===== config.mk =====
export PLATFORM = sky130hd
export DESIGN_NAME = smdf_ctrl
export DESIGN_NICKNAME = d
export VERILOG_FILES = /design/src/hdl/smdf_pkg.sv /design/src/hdl/smdf_ctrl.sv
export SDC_FILE = /design/constraint.sdc
export NUM_CORES = 1
export LEC_CHECK = 0
export BUFFER_PORTS_ARGS = -buffer_cell sky130_fd_sc_hd__buf_2
export CORE_MARGIN = 2
export CORE_UTILIZATION = 40
export DETAILED_ROUTE_END_ITERATION = 10
export GPL_ROUTABILITY_DRIVEN = 0
export GPL_TIMING_DRIVEN = 1
export PLACE_DENSITY_LB_ADDON = 0.25
export RECOVER_POWER = 100
export SETUP_SLACK_MARGIN = 0.2
export SYNTH_ARGS = -nofsm -noshare
export SYNTH_HDL_FRONTEND = slang
export SYNTH_SLANG_ARGS = --single-unit
export TNS_END_PERCENT = 10

===== constraint.sdc =====
create_clock -name i_clk -period 1.4 [get_ports i_clk]
set_input_delay 0.14 -clock i_clk [delete_from_list [all_inputs] [get_ports i_clk]]
set_output_delay 0.14 -clock i_clk [all_outputs]
set_load 0.01 [all_outputs]

===== src/hdl/smdf_pkg.sv =====
package smdf_pkg;

    localparam int PIX_W  = 8;
    localparam int CFG_W  = 13;
    localparam int IDX_W  = 2;
    localparam int SUM_W  = 35;
    localparam int DSUM_W = 34;
    localparam int MEAN_W = 17;
    localparam int FRAC_W = 8;
    localparam int ADD_W  = 10;
    // integer bits of the mean; sum >> INT_W compared against count gives saturation
    localparam int INT_W  = MEAN_W - FRAC_W;
    localparam int SHR_W  = SUM_W - INT_W;
    localparam int STEP_W = $clog2(MEAN_W);

    localparam logic [IDX_W-1:0] REG_FRAME_WIDTH  = 2'd0;
    localparam logic [IDX_W-1:0] REG_FRAME_HEIGHT = 2'd1;

    localparam logic [CFG_W-1:0] FRAME_WIDTH_RST  = 13'd640;
    localparam logic [CFG_W-1:0] FRAME_HEIGHT_RST = 13'd480;

    typedef enum logic [4:0] {
        S_RUN  = 5'b00001,
        S_LAST = 5'b00010,
        S_LOAD = 5'b00100,
        S_DIV  = 5'b01000,
        S_DONE = 5'b10000
    } t_state;

    typedef struct packed {
        logic accept;
        logic load;
        logic div_step;
        logic publish;
    } t_cmd;

    typedef struct packed {
        logic last_pix;
        logic out_free;
    } t_stat;

endpackage


===== src/hdl/smdf_ctrl.sv =====
module smdf_ctrl (
    input  logic                 i_clk,
    input  logic                 i_rst_n,
    input  logic                 i_in_valid,
    output logic                 o_in_stall,
    input  smdf_pkg::t_stat      i_stat,
    output smdf_pkg::t_cmd       o_cmd
);

    smdf_pkg::t_state                r_state, n_state;
    logic [smdf_pkg::STEP_W-1:0]     r_step, n_step;

    always_comb begin
        n_state      = r_state;
        n_step       = r_step;
        o_cmd        = '0;
        o_in_stall   = (r_state != smdf_pkg::S_RUN);
        unique case (r_state)
            smdf_pkg::S_RUN: begin
                o_cmd.accept = i_in_valid;
                if (i_in_valid && i_stat.last_pix) begin
                    n_state = smdf_pkg::S_LAST;
                end
            end
            smdf_pkg::S_LAST: begin
                // last pixel's terms land in the sum this cycle
                n_state = smdf_pkg::S_LOAD;
            end
            smdf_pkg::S_LOAD: begin
                o_cmd.load = 1'b1;
                n_step     = '0;
                n_state    = smdf_pkg::S_DIV;
            end
            smdf_pkg::S_DIV: begin
                o_cmd.div_step = 1'b1;
                n_step         = r_step + 1'b1;
                if (r_step == smdf_pkg::STEP_W'(smdf_pkg::MEAN_W - 1)) begin
                    n_state = smdf_pkg::S_DONE;
                end
            end
            smdf_pkg::S_DONE: begin
                if (i_stat.out_free) begin
                    o_cmd.publish = 1'b1;
                    n_state       = smdf_pkg::S_RUN;
                end
            end
            default: begin
                n_state = smdf_pkg::S_RUN;
            end
        endcase
    end

    always_ff @(posedge i_clk) begin
        if (!i_rst_n) begin
            r_state <= smdf_pkg::S_RUN;
            r_step  <= '0;
        end else begin
            r_state <= n_state;
            r_step  <= n_step;
        end
    end

endmodule


==> out/metrics.cfg <==
[status]
status=completed

[routing]
viasPerCell=5.32
avgRoutedWirePerCell_um=11.9
vias=484
dr.pass1.iters=4
postRouteAntennaNets=0
drc=0
drt-initial-drc-count=6
drt_wl_total_mm=1.09

[global_routing]
grt_pass1_vias=445
antenna_found_initial=0
track_usage=0.139
grt_pass1_wl_mm=1.88
grt-ovfl-total=0
grt_max_degree=10

[logic_synthesis]
syn_area_um2=562
synth_seq_cells=10
synth_top_area_frac=0.356
yosysWarningCount=0
syn_avg_cell_area_um2=8.64
syn_inst=65
synth_cell_types=29
ys_seq_area_frac=0.356
synthTopCellsByArea=dfxtp_1 (36%), nor2_1 (6.0%), ha_1 (4.5%)
synth_area_leader_cell=dfxtp_1
syn-num-nets=72

[clock_tree]
hold_buffers=0
cts_inserted_buffers=3
clock_path_buffers=2
insertion_delay_ps=260
tritoncts=built
cts-root-buf=clkbuf_4
cts_max_level=1
cts.sinks=10
clkSlewWorstSetupHoldPaths_ps=60

[setup_path]
crit_fanout=4
cp_cell_sequence=nor2_4 > and4bb_2 > and2_1 > buf_2
cp_slowest_cell=dfxtp_4
startpoint_type=flip-flop
reg2reg_to=r_step[4]
cp.arrival_ps=1230
slowest_delay_ps=350
path_delay_family=simple AND/OR/NAND/NOR gates
endpoint_kind=output port
cp-startpoint=r_state[2]
r2r_cells=5
rrSetupSlack_ps=40
cp_data_required_time_ps=1260
r2r_start=r_state[2]
crit_buf_inv=1
criticalPathCategory=flip-flop to output port

[floorplan]
die_h_um=41.5
num_io_pins=10
rows=13
initial_core_util=0.432
fp.dieArea_um2=1720
core_area_um2=1300
die_w_um=41.5

[placed_design]
dpl_cell_area_um2=614
hpwl_um=779
port_buffers=9

[sta]
maxSlewHeadroom=0.684
worst_slew_pin_slew_ps=468
fin_hold_ws_ps=122
setup_violations=0
slew_viol_final=0
finalHoldViolCount=0
max_freq_mhz=730
final.setup_skew_ps=3.40
fin_crit_ps=1370
rsz0062_at_grt=true
fin_crit_sh=0.979

[pwr]
p_per_area_nw_per_um2=817
power.static_leakage_uw=0.000282
vdd_drop_max_v=0.000452

[hold_path]
holdPathStages=3
worstHoldStart=i_stat[1]
whs_endpoint=r_state[1]
min_path_type=primary input to flip-flop

[final_layout]
fin_nets=85
drive_gt1_frac=0.329
antenna_cells=0
area_delta_synth_final_pct=18.5
fin_area_um2=666
mostFrequentLayoutCells=buf_2 (9), nor2_1 (8), nand2_1 (6), dfxtp_2 (6), nand3_1 (4)
final_common_cell=buf_2

[flow_run]
maxCapViolCount=0

-- logic make-up (layout without fill, tap and decap cells) --
family | Yosys count | after routing | share of synthesized area
adder cells (fa/ha/maj) | 2 | 2 | 0.0445
buffers and inverters | 6 | 17 | 0.0468
AO/OA/AOI/OAI | 13 | 13 | 0.176
XOR/XNOR | 2 | 2 | 0.0312
AND/OR/NAND/NOR | 32 | 32 | 0.345
flip-flops | 10 | 10 | 0.356
-- Yosys cell counts --
cell,number
o21a_1,1
o221a_1,2
o211ai_1,2
o21ai_0,3
and3_1,1
and2_1,3
and4bb_2,1
nor4bb_1,1
o211a_1,1
a21oi_1,1
nor4_4,1
nor2b_1,2
a21boi_0,2
and4_1,1
nand3_2,1
dfxtp_1,10
nor2_1,9
inv_1,3
buf_4,1
nand3_1,4
nand4b_1,1
inv_2,1
xor2_1,1
xnor2_1,1
clkbuf_1,1
a2bb2oi_1,1
and3b_1,1
nand2_1,6
ha_1,2
-- flip-flops by register name, summed over array words and instances, names as in the netlist --
register / count
r_step: 5
r_state: 5
-- how the worst max path moves through the flow --
| stage | end | slack [ps] | depth (start not counted) |
|---|---|---|---|
| final | o_cmd[3] | 30 | 4 |
| after floorplan | r_state[3] | 200 | 5 |
| after CTS | o_cmd[3] | 20 | 4 |
| after global placement | r_state[0] | 70 | 5 |
| after global routing | o_cmd[3] | -40 | 4 |
| after detailed placement | r_state[0] | 70 | 5 |
-- metrics by stage --
stage	setup WS (ps)	std cells	TNS, ps	power [uW]	util
CTS	22.4	91	0	546	0.513
floorplan	202	65	0	335	-
finish	29.7	91	0	544	0.512
global route	-41.5	91	-118	567	0.512
detailed placement	67.2	87	0	353	0.472
global placement	73.4	87	0	353	0.472
-- power by group --
part	switching (uW)	total [uW]	internal, uW
Sequential	8.93	297	288
Combinational	27.1	51.6	24.5
Clock	96.6	196	99.2
-- per-layer routing --
| layer | vias up | global-route usage | share of wire |
|---|---|---|---|
| met5 | - | 0 | 0 |
| met4 | 0 | 0.0774 | 0.011 |
| met3 | 2 | 0.0348 | 0.053 |
| met2 | 13 | 0.178 | 0.40 |
| met1 | 215 | 0.206 | 0.53 |
| li1 | 254 | - | - |
-- worst min-delay path: stages --
cell and delay, ps:
buf_2 100, nand3_1 60, nor2_1 40
-- repair_timing --
action / 4_1_cts / 5_1_grt
resized for setup: 9 / 5
buffers inserted: 1 / 0
endpoints found under the setup margin: 13 / 14
pin swaps: 2 / 4
-- cell type report --
type	count	area, um2
Multi-Input combinational cell	49	343
Sequential cell	10	211
Fill cell	131	636
Inverter	4	17.5
Timing Repair Buffer	10	52.6
Tap cell	15	18.8
Clock buffer	3	22.5
No activity file was read; power rests on OpenSTA's default activity.
